### src/rtl/core/sct_pkg.sv
// Shared types, constants and coefficient tables of the sine/cosine series unit.
`default_nettype none

package sct_pkg;

  // Number format and series length.
  localparam int unsigned FRAC_BITS = 16;
  localparam int unsigned TERMS     = 5;
  localparam int unsigned LAST_P    = 2 * TERMS;

  // Port field widths.
  localparam int unsigned ANGLE_W = 24;
  localparam int unsigned VALUE_W = 18;

  // pi and 2*pi in the fixed-point format (rounded from a 32 fraction bit value).
  localparam int unsigned PI_FX     = 205887;
  localparam int unsigned TWO_PI_FX = 411775;

  // Range reduction works on x + pi + RED_WRAPS*2*pi, which is positive for every
  // input angle, and strips multiples of 2*pi by restoring steps.
  localparam int unsigned RED_WRAPS  = 20;
  localparam int unsigned RED_OFFSET = PI_FX + RED_WRAPS * TWO_PI_FX;
  localparam int unsigned RED_W      = 25;
  localparam int unsigned RED_STEPS  = 6;
  localparam int unsigned RED_CNT_W  = $clog2(RED_STEPS);

  // Datapath widths.
  localparam int unsigned AX_W   = 18;  // |x| after reduction, at most pi
  localparam int unsigned X2_W   = 20;  // x^2, at most pi^2
  localparam int unsigned MAG_W  = 20;  // magnitude of one series term
  localparam int unsigned Q_W    = 23;  // rounded product before the divide
  localparam int unsigned SUM_W  = 24;  // running series sum
  localparam int unsigned P_W    = 4;   // current power of x
  localparam int unsigned TDIV_W = 7;   // p*(p-1)

  // Constant division by p*(p-1) uses ceil(2^RCP_SHIFT / (p*(p-1))), which is exact
  // for every dividend below 2^Q_W because p*(p-1) stays below 2^TDIV_W.
  localparam int unsigned RCP_SHIFT = Q_W + TDIV_W;
  localparam int unsigned RCP_W     = RCP_SHIFT;

  // Shared multiplier.
  localparam int unsigned MUL_A_W = Q_W;
  localparam int unsigned MUL_B_W = RCP_W;
  localparam int unsigned PROD_W  = MUL_A_W + MUL_B_W;

  typedef enum logic [2:0] {
    ST_IDLE,
    ST_REDUCE,
    ST_PREP,
    ST_SQUARE,
    ST_MUL,
    ST_DIV,
    ST_FIN,
    ST_DONE
  } sct_state_e;

  typedef struct packed {
    logic                 load;
    logic                 reduce;
    logic                 prep;
    logic                 square;
    logic                 mul;
    logic                 div;
    logic                 store;
    logic [RED_CNT_W-1:0] red_shift;
    logic [P_W-1:0]       p;
  } sct_cmd_t;

  typedef struct packed {
    logic cosine;
  } sct_sts_t;

  function automatic logic [TDIV_W-1:0] term_div(input logic [P_W-1:0] p);
    logic [P_W-1:0] pm1;
    pm1 = p - P_W'(1);
    return TDIV_W'(p * pm1);
  endfunction

  function automatic logic [RCP_W-1:0] term_recip(input logic [P_W-1:0] p);
    logic [RCP_W-1:0] r;
    case (p)
      4'd2:    r = RCP_W'(536870912);
      4'd3:    r = RCP_W'(178956971);
      4'd4:    r = RCP_W'(89478486);
      4'd5:    r = RCP_W'(53687092);
      4'd6:    r = RCP_W'(35791395);
      4'd7:    r = RCP_W'(25565282);
      4'd8:    r = RCP_W'(19173962);
      4'd9:    r = RCP_W'(14913081);
      4'd10:   r = RCP_W'(11930465);
      default: r = '0;
    endcase
    return r;
  endfunction

endpackage

`default_nettype wire

### src/rtl/core/sct_if.sv
// Valid/ready channel interfaces for the angle input and the series result output.
`default_nettype none

interface sct_in_if import sct_pkg::*; ();
  logic                      valid;
  logic                      ready;
  logic                      action;
  logic signed [ANGLE_W-1:0] angle;

  modport source (output valid, output action, output angle, input ready);
  modport sink (input valid, input action, input angle, output ready);
endinterface

interface sct_out_if import sct_pkg::*; ();
  logic                      valid;
  logic                      ready;
  logic signed [VALUE_W-1:0] value;

  modport source (output valid, output value, input ready);
  modport sink (input valid, input value, output ready);
endinterface

`default_nettype wire

### src/rtl/core/sct_ctrl.sv
// Sequencer of the sine/cosine unit: steps the datapath through reduction and series terms.
`default_nettype none

module sct_ctrl
  import sct_pkg::*;
(
  input  logic     clk_i,
  input  logic     rst_ni,
  input  logic     in_valid_i,
  output logic     in_ready_o,
  input  logic     out_ready_i,
  output logic     out_valid_o,
  input  sct_sts_t sts_i,
  output sct_cmd_t cmd_o
);

  sct_state_e           state_q, state_d;
  logic [RED_CNT_W-1:0] cnt_q, cnt_d;
  logic [P_W-1:0]       p_q, p_d;
  logic                 out_valid_q, out_valid_d;
  logic                 out_free;

  assign out_free = ~out_valid_q | out_ready_i;

  always_comb begin
    state_d = state_q;
    cnt_d   = cnt_q;
    p_d     = p_q;
    case (state_q)
      ST_IDLE: begin
        if (in_valid_i) begin
          state_d = ST_REDUCE;
          cnt_d   = RED_CNT_W'(RED_STEPS - 1);
        end
      end
      ST_REDUCE: begin
        cnt_d = cnt_q - RED_CNT_W'(1);
        if (cnt_q == '0) begin
          state_d = ST_PREP;
        end
      end
      ST_PREP: begin
        state_d = ST_SQUARE;
      end
      ST_SQUARE: begin
        p_d     = sts_i.cosine ? P_W'(2) : P_W'(3);
        state_d = ST_MUL;
      end
      ST_MUL: begin
        state_d = ST_DIV;
      end
      ST_DIV: begin
        if (p_q > P_W'(LAST_P - 2)) begin
          state_d = ST_FIN;
        end else begin
          p_d     = p_q + P_W'(2);
          state_d = ST_MUL;
        end
      end
      ST_FIN: begin
        state_d = ST_DONE;
      end
      ST_DONE: begin
        if (out_free) begin
          state_d = ST_IDLE;
        end
      end
      default: begin
        state_d = ST_IDLE;
      end
    endcase
  end

  always_comb begin
    cmd_o           = '0;
    cmd_o.red_shift = cnt_q;
    cmd_o.p         = p_q;
    in_ready_o      = 1'b0;
    case (state_q)
      ST_IDLE: begin
        in_ready_o = 1'b1;
        cmd_o.load = in_valid_i;
      end
      ST_REDUCE: cmd_o.reduce = 1'b1;
      ST_PREP:   cmd_o.prep = 1'b1;
      ST_SQUARE: cmd_o.square = 1'b1;
      ST_MUL:    cmd_o.mul = 1'b1;
      ST_DIV:    cmd_o.div = 1'b1;
      ST_DONE:   cmd_o.store = out_free;
      default: begin
        cmd_o.load = 1'b0;
      end
    endcase
  end

  // The output register stays full until the receiver takes the transaction.
  assign out_valid_d = (out_valid_q & ~out_ready_i) | cmd_o.store;
  assign out_valid_o = out_valid_q;

  always_ff @(posedge clk_i or negedge rst_ni) begin
    if (!rst_ni) begin
      state_q     <= ST_IDLE;
      cnt_q       <= '0;
      p_q         <= '0;
      out_valid_q <= 1'b0;
    end else begin
      state_q     <= state_d;
      cnt_q       <= cnt_d;
      p_q         <= p_d;
      out_valid_q <= out_valid_d;
    end
  end

endmodule

`default_nettype wire

### src/rtl/core/sct_dpath.sv
// Datapath of the sine/cosine unit: angle reduction, shared multiplier and series sum.
`default_nettype none

module sct_dpath
  import sct_pkg::*;
(
  input  logic                      clk_i,
  input  logic                      rst_ni,
  input  sct_cmd_t                  cmd_i,
  input  logic                      action_i,
  input  logic signed [ANGLE_W-1:0] angle_i,
  output sct_sts_t                  sts_o,
  output logic signed [VALUE_W-1:0] value_o
);

  localparam logic signed [SUM_W-1:0] SumMax = SUM_W'((1 << (VALUE_W - 1)) - 1);
  localparam logic signed [SUM_W-1:0] SumMin = -SUM_W'(1 << (VALUE_W - 1));

  logic                      cos_q, cos_d;
  logic [RED_W-1:0]          y_q, y_d;
  logic [AX_W-1:0]           ax_q, ax_d;
  logic                      xneg_q, xneg_d;
  logic [X2_W-1:0]           x2_q, x2_d;
  logic [MAG_W-1:0]          mag_q, mag_d;
  logic                      neg_q, neg_d;
  logic [Q_W-1:0]            q_q, q_d;
  logic signed [SUM_W-1:0]   sum_q, sum_d;
  logic                      sub_q, sub_d;
  logic                      pend_q;
  logic signed [VALUE_W-1:0] value_q, value_d;

  logic [RED_W-1:0]        step_sub;
  logic [MUL_A_W-1:0]      mul_a;
  logic [MUL_B_W-1:0]      mul_b;
  logic [PROD_W-1:0]       prod;
  logic [PROD_W-1:0]       round_add;
  logic [PROD_W-1:0]       rounded;
  logic signed [SUM_W-1:0] term_val;
  logic signed [SUM_W-1:0] x_signed;

  assign step_sub = RED_W'(TWO_PI_FX) << cmd_i.red_shift;

  // One multiplier serves the square, each term product and the constant divide.
  always_comb begin
    if (cmd_i.square) begin
      mul_a = MUL_A_W'(ax_q);
      mul_b = MUL_B_W'(ax_q);
    end else if (cmd_i.mul) begin
      mul_a = MUL_A_W'(mag_q);
      mul_b = MUL_B_W'(x2_q);
    end else begin
      mul_a = q_q;
      mul_b = term_recip(cmd_i.p);
    end
  end

  assign prod      = PROD_W'(mul_a) * PROD_W'(mul_b);
  assign round_add = cmd_i.square ? (PROD_W'(1) << (FRAC_BITS - 1))
                                  : (PROD_W'(term_div(cmd_i.p)) << (FRAC_BITS - 1));
  assign rounded   = prod + round_add;

  assign term_val = neg_q ? -SUM_W'(mag_q) : SUM_W'(mag_q);
  assign x_signed = xneg_q ? -SUM_W'(ax_q) : SUM_W'(ax_q);

  always_comb begin
    cos_d  = cos_q;
    y_d    = y_q;
    ax_d   = ax_q;
    xneg_d = xneg_q;
    x2_d   = x2_q;
    mag_d  = mag_q;
    neg_d  = neg_q;
    q_d    = q_q;
    sum_d  = sum_q;
    sub_d  = sub_q;

    if (cmd_i.load) begin
      cos_d = action_i;
      y_d   = RED_W'(angle_i) + RED_W'(RED_OFFSET);
    end
    if (cmd_i.reduce && (y_q >= step_sub)) begin
      y_d = y_q - step_sub;
    end
    if (cmd_i.prep) begin
      xneg_d = y_q < RED_W'(PI_FX);
      ax_d   = (y_q < RED_W'(PI_FX)) ? AX_W'(RED_W'(PI_FX) - y_q)
                                     : AX_W'(y_q - RED_W'(PI_FX));
    end
    // A term finished by the divide step is added or subtracted in the next cycle, flagged by pend_q.
    if (pend_q) begin
      sum_d = sub_q ? (sum_q - term_val) : (sum_q + term_val);
      sub_d = ~sub_q;
    end
    if (cmd_i.square) begin
      x2_d  = rounded[FRAC_BITS +: X2_W];
      mag_d = cos_q ? MAG_W'(1 << FRAC_BITS) : MAG_W'(ax_q);
      neg_d = cos_q ? 1'b0 : xneg_q;
      sum_d = cos_q ? SUM_W'(1 << FRAC_BITS) : x_signed;
      sub_d = 1'b1;
    end
    if (cmd_i.mul) begin
      q_d = rounded[FRAC_BITS +: Q_W];
    end
    // Term magnitudes stay below pi^3/3! in the fixed-point format, so MAG_W bits hold them.
    if (cmd_i.div) begin
      mag_d = prod[RCP_SHIFT +: MAG_W];
    end
  end

  always_comb begin
    if (sum_q > SumMax) begin
      value_d = VALUE_W'(SumMax);
    end else if (sum_q < SumMin) begin
      value_d = VALUE_W'(SumMin);
    end else begin
      value_d = VALUE_W'(sum_q);
    end
  end

  always_ff @(posedge clk_i or negedge rst_ni) begin
    if (!rst_ni) begin
      pend_q <= 1'b0;
    end else begin
      pend_q <= cmd_i.div;
    end
  end

  always_ff @(posedge clk_i) begin
    cos_q  <= cos_d;
    y_q    <= y_d;
    ax_q   <= ax_d;
    xneg_q <= xneg_d;
    x2_q   <= x2_d;
    mag_q  <= mag_d;
    neg_q  <= neg_d;
    q_q    <= q_d;
    sum_q  <= sum_d;
    sub_q  <= sub_d;
    if (cmd_i.store) begin
      value_q <= value_d;
    end
  end

  assign sts_o.cosine = cos_q;
  assign value_o      = value_q;

endmodule

`default_nettype wire

### src/rtl/core/sine_cosine_taylor_unit.sv
// Top level of the fixed-point sine/cosine unit built on a truncated Taylor series.
//
// Usage: an item on in_i carries action (0 sine, 1 cosine) and angle, radians in
// signed fixed point with 16 fraction bits. The result appears on out_o as value,
// signed fixed point with 16 fraction bits, one result transaction per input.
// The angle is first folded into [-pi, pi] by six restoring steps that strip
// multiples of 2*pi, then the series is evaluated on one shared multiplier:
// a square step for x^2 and, per term, a product step and then a constant divide.
// One item is worked on at a time: in_i.ready is high only while the sequencer
// is idle, so a new item is taken only once the previous one has been worked
// through the six reduction steps and its terms on the single shared multiplier.
// The result sits in an output register; the next item is accepted while it
// waits, and a stalled receiver holds that item in its final step until the
// register is taken. Reset returns the sequencer to idle and empties the
// output register; the datapath registers other than pend_q are not reset.
`default_nettype none

module sine_cosine_taylor_unit
  import sct_pkg::*;
(
  input  logic             clk_i,
  input  logic             rst_ni,
  sct_in_if.sink           in_i,
  sct_out_if.source        out_o
);

  sct_cmd_t cmd;
  sct_sts_t sts;

  sct_ctrl u_ctrl (
    .clk_i       (clk_i),
    .rst_ni      (rst_ni),
    .in_valid_i  (in_i.valid),
    .in_ready_o  (in_i.ready),
    .out_ready_i (out_o.ready),
    .out_valid_o (out_o.valid),
    .sts_i       (sts),
    .cmd_o       (cmd)
  );

  sct_dpath u_dpath (
    .clk_i    (clk_i),
    .rst_ni   (rst_ni),
    .cmd_i    (cmd),
    .action_i (in_i.action),
    .angle_i  (in_i.angle),
    .sts_o    (sts),
    .value_o  (out_o.value)
  );

endmodule

`default_nettype wire

### src/flat_wrapper.sv
// flat-port wrapper written by rule: the top's interface ports become plain ports
module sine_cosine_taylor_unit_flat import sct_pkg::*;
  (clk_i, rst_ni, in_i_valid, in_i_action, in_i_angle, in_i_ready, out_o_valid, out_o_value, out_o_ready);
  sct_in_if in_i_i ();
  sct_out_if out_o_i ();
  input  logic clk_i;
  input  logic rst_ni;
  input wire logic [$bits(in_i_i.valid)-1:0] in_i_valid;
  input wire logic [$bits(in_i_i.action)-1:0] in_i_action;
  input wire logic [$bits(in_i_i.angle)-1:0] in_i_angle;
  output wire logic [$bits(in_i_i.ready)-1:0] in_i_ready;
  output wire logic [$bits(out_o_i.valid)-1:0] out_o_valid;
  output wire logic [$bits(out_o_i.value)-1:0] out_o_value;
  input wire logic [$bits(out_o_i.ready)-1:0] out_o_ready;
  assign in_i_i.valid = in_i_valid;
  assign in_i_i.action = in_i_action;
  assign in_i_i.angle = in_i_angle;
  assign in_i_ready = in_i_i.ready;
  assign out_o_valid = out_o_i.valid;
  assign out_o_value = out_o_i.value;
  assign out_o_i.ready = out_o_ready;
  sine_cosine_taylor_unit u_core (.clk_i(clk_i), .rst_ni(rst_ni), .in_i(in_i_i), .out_o(out_o_i));
endmodule
### config.mk
export PLATFORM = sky130hd
export DESIGN_NAME = sine_cosine_taylor_unit_flat
export DESIGN_NICKNAME = d
export VERILOG_FILES = /design/src/rtl/core/sct_pkg.sv /design/src/rtl/core/sct_if.sv /design/src/rtl/core/sct_ctrl.sv /design/src/rtl/core/sct_dpath.sv /design/src/rtl/core/sine_cosine_taylor_unit.sv /design/src/flat_wrapper.sv
export SDC_FILE = /design/constraint.sdc
export NUM_CORES = 2
export LEC_CHECK = 0
export BUFFER_PORTS_ARGS = -buffer_cell sky130_fd_sc_hd__buf_4
export CAP_MARGIN = 20
export CELL_PAD_IN_SITES_DETAIL_PLACEMENT = 1
export CELL_PAD_IN_SITES_GLOBAL_PLACEMENT = 2
export CORE_ASPECT_RATIO = 2
export CORE_MARGIN = 2
export CORE_UTILIZATION = 40
export CTS_CLUSTER_DIAMETER = 50
export DETAILED_ROUTE_END_ITERATION = 10
export GPL_TIMING_DRIVEN = 0
export PLACE_DENSITY = 0.91
export SETUP_SLACK_MARGIN = 0.2
export SYNTH_ARGS = -nofsm -noshare
export SYNTH_HDL_FRONTEND = slang
export SYNTH_SLANG_ARGS = --single-unit
export TNS_END_PERCENT = 5
### constraint.sdc
create_clock -name clk_i -period 22.7 [get_ports clk_i]
set_input_delay 2.27 -clock clk_i [delete_from_list [all_inputs] [get_ports clk_i]]
set_output_delay 2.27 -clock clk_i [all_outputs]
set_load 0.05 [all_outputs]
==> parameters.txt <==
Parameter                              Value

Logic synthesis
  Top flip-flop cell by instance count after synthesis ... edfxtp_1
  Post-Synthesis Mean Instance Area ... 8.771 µm²
  Number of different library cells in the post-synthesis netlist ... 87
  Async SR Flop Fraction ... 7.317%
  Dominant cells by area after synthesis ... fa_1, edfxtp_1, ha_1, inv_1, nand2_1
  Cells after Synth ... 3807
  Sequential-to-total area share from yosys stat ... between 10 and 15%
  Largest area contributor in the synthesized netlist ... fa_1
  Synth warnings ... 0
  Netlist area before placement ... 33390 µm²
  Share of the synthesized area in the top cell type ... 34.06%
  Number of synthesized flops with an enable pin ... 151
  FF+latch count, synth ... 164
  Post-synth net total ... 4658

CTS
  Clock tree root buffer cell ... clkbuf_16
  Deepest level of the CTS H-tree ... 4
  Hold-fix buffer count after cts ... 0
  Clock Sinks ... 164
  Post-cts sizing count ... 0
  CTS clk-pin slew, worst paths ... 0.06 ns
  Buffers inserted by post-CTS timing repair ... 0
  TritonCTS clock tree ... done
  Num CTS Buffers ... 25
  Number of buffers on the longest clock path ... 3
  Clock latency at the later pin of the worst-skew pair ... 0.52 ns

Drt
  DRC Markers ... 0
  Routed wirelength normalized by instance count ... 29.98 µm
  First-pass DRT Iterations ... 8
  Final ANT Viol Nets ... 0
  Total wire length after detailed routing ... 149.6 mm
  Vias per cell ... 5.860
  Via count ... 29.24k
  Starting DRT DRC Count ... between 1.5k and 2k

Final layout
  Most frequent cells in the layout ... inv_1, nand2_1, fa_1
  Final Instance Area ... roughly 36000 µm²
  Ratio of cells with drive above 1 in the final layout ... 4.427%
  Final layout net count ... 4777
  Synthesis-to-finish area growth ... 9.020%
  Fill cells ... about 9.8k
  Most common library cell in the layout ignoring fill and taps ... inv_1

GRT
  Number of antenna violations at the first check in global routing ... 4
  Global-route wire length before repair ... 217.3 mm
  Via count of the first global-routing pass ... 33.04k
  Gr usage total ... 35.63%
  Grt ovf ... 0
  Pin count of the biggest net entering global routing ... 33

Flow run
  Max Cap Violations ... 0

Place
  Number of port buffers ... 48
  Global placer's final weighted congestion ... 1.005
  Dpl cell area ... 35560 µm²
  Final HPWL DP ... 126.2 mm

STA
  Max_slew headroom ... 11.40%
  Setup tns final ... 0 ns
  Final Hold Vio Count ... 0
  Worst Tran Pin Value ... 1.329 ns
  Worst setup skew after layout ... 0.02404 ns
  Final Max Tran Viols ... 0
  Post-layout minimum cycle time ... 13.28 ns
  Setup repair after global routing missed its margin ... false
  Highest clock frequency the design can meet ... 75.27 MHz
  Final cycle utilization of the critical path ... 58.52%
  Total of endpoints with negative setup slack in the final report ... 0

Worst setup path
  Crit path capture type ... register
  Worst path max stage delay ... about 1.1 ns
  Required time at the endpoint of the critical path ... 22.93 ns
  Worst-path cell with the longest stage delay ... o21ai_0
  Flop-to-flop setup slack ... around 9.4 ns
  Crit Path Category ... reg2reg
  CP startpoint kind ... register
  Peak fanout along the critical path ... 10
  Endpoint arrival time on the critical path ... 13.51 ns
  CP most frequent cell ... fa_1

Hold path
  Type of the most critical hold path ... reg2reg

Floorplan
  Die Footprint ... around 86000 µm²
  Io pins ... 49
  Standard-cell rows ... 149
  Die width ... approximately 210 µm
  Core area ... 82590 µm²
  Die Height ... 412.6 µm
  Initial standard-cell utilization of the core ... 40.43%

Outcome
  Run status ... finished clean
[per-stage QoR]
step           hold slack, ns  utilization (%)  instances  worst slack, ns
2_1_floorplan          0.4639                -       3807            12.46
3_3_place_gp           0.5296            42.47       4912            8.811
3_5_place_dp           0.5437            43.06       4947            9.650
4_1_cts                0.5524            43.91       4978            9.590
5_1_grt                0.5877            44.07       4988            9.352
6_report               0.5503            44.08       4990            9.415
[cell type report]
| type | instances | area [µm²] | area share [%] |
|---|---|---|---|
| antenna | 3 | 7.507 | 0.02062 |
| timing repair buffer | 92 | 905.9 | 2.489 |
| clock buffer | 26 | 629.4 | 1.729 |
| sequential | 164 | 4855 | 13.34 |
| clock inverter | 5 | 75.07 | 0.2062 |
| buffer | 166 | 638.1 | 1.753 |
| tap | 1057 | 1323 | 3.633 |
| inverter | 663 | 2494 | 6.850 |
| multi-input combinational | 2814 | 25470 | 69.98 |
[cells in the mapped netlist, types with 24 or more instances]
cell type	instances
nand3b_1	24
nor3_1	40
nand2b_1	28
a21oi_1	153
o21a_1	40
nor2b_1	30
xnor2_1	114
clkbuf_1	152
ha_1	254
nor2_1	335
o21ai_0	115
edfxtp_1	151
and3_1	27
xor2_1	75
nand2_1	582
nand3_1	44
a21o_1	77
inv_1	659
fa_1	568
[cells by family after synthesis]
| family | synth area share (%) |
|---|---|
| adders and majority gates | 43.57 |
| xor gates and xnor gates | 5.025 |
| and+or+nand+nor | 15.87 |
| AOI/OAI and AO/OA | 10.90 |
| buffers and inverters | 9.372 |
| DFF | 14.54 |
| muxes | 0.7232 |
[worst max-delay path, delay by kind of cell (launching register included)]
kind | cells | cell delay (ns)
adder cells (fa/ha/maj) | 8 | 4.05
XOR/XNOR | 1 | 0.16
AO/OA/AOI/OAI | 7 | 3.41
AND/OR/NAND/NOR | 6 | 1.90
buffers and inverters | 8 | 3.02
flip-flops | 1 | 0.42
[final timing paths]
kind	start	to	depth (start not counted)
setup reg to reg	u_core.u_ctrl.state_q[1]$_DFFE_PN0P_	u_core.u_dpath.mag_q[19]$_SDFFCE_PN0P_	30
max in group asynchronous	rst_ni	u_core.u_ctrl.state_q[1]$_DFFE_PN0P_	1
hold reg to reg	u_core.u_ctrl.cnt_q[0]$_DFFE_PN0P_	u_core.u_ctrl.cnt_q[0]$_DFFE_PN0P_	1
setup / recovery	u_core.u_ctrl.state_q[1]$_DFFE_PN0P_	u_core.u_dpath.mag_q[19]$_SDFFCE_PN0P_	30
hold / removal	u_core.u_ctrl.cnt_q[0]$_DFFE_PN0P_	u_core.u_ctrl.cnt_q[0]$_DFFE_PN0P_	1
min in group asynchronous	rst_ni	u_core.u_ctrl.out_valid_o$_DFF_PN0_	1
[flip-flops by register name, summed over array words and instances (netlist names), 3 cells and up]
register / flops
u_core.u_dpath.mag_q: 20
u_core.u_dpath.q_q: 23
u_core.u_ctrl.cnt_q: 3
u_core.u_ctrl.state_q: 3
u_core.u_dpath.x2_q: 20
u_core.u_dpath.y_q: 25
u_core.u_dpath.ax_q: 18
u_core.u_ctrl.p_q: 4
u_core.u_dpath.sum_q: 24
u_core.u_dpath.value_o: 18
[per-layer routing]
metal  global-route usage [%]  wire (µm)
met1                    30.51      43270
met2                    67.18      79200
met3                    5.972       7423
met4                    36.86      19620
met5                        0         58
Power is left out: the tool's default activity adds up to more than one toggle a clock period on the data nets, which glitch-free logic cannot reach.
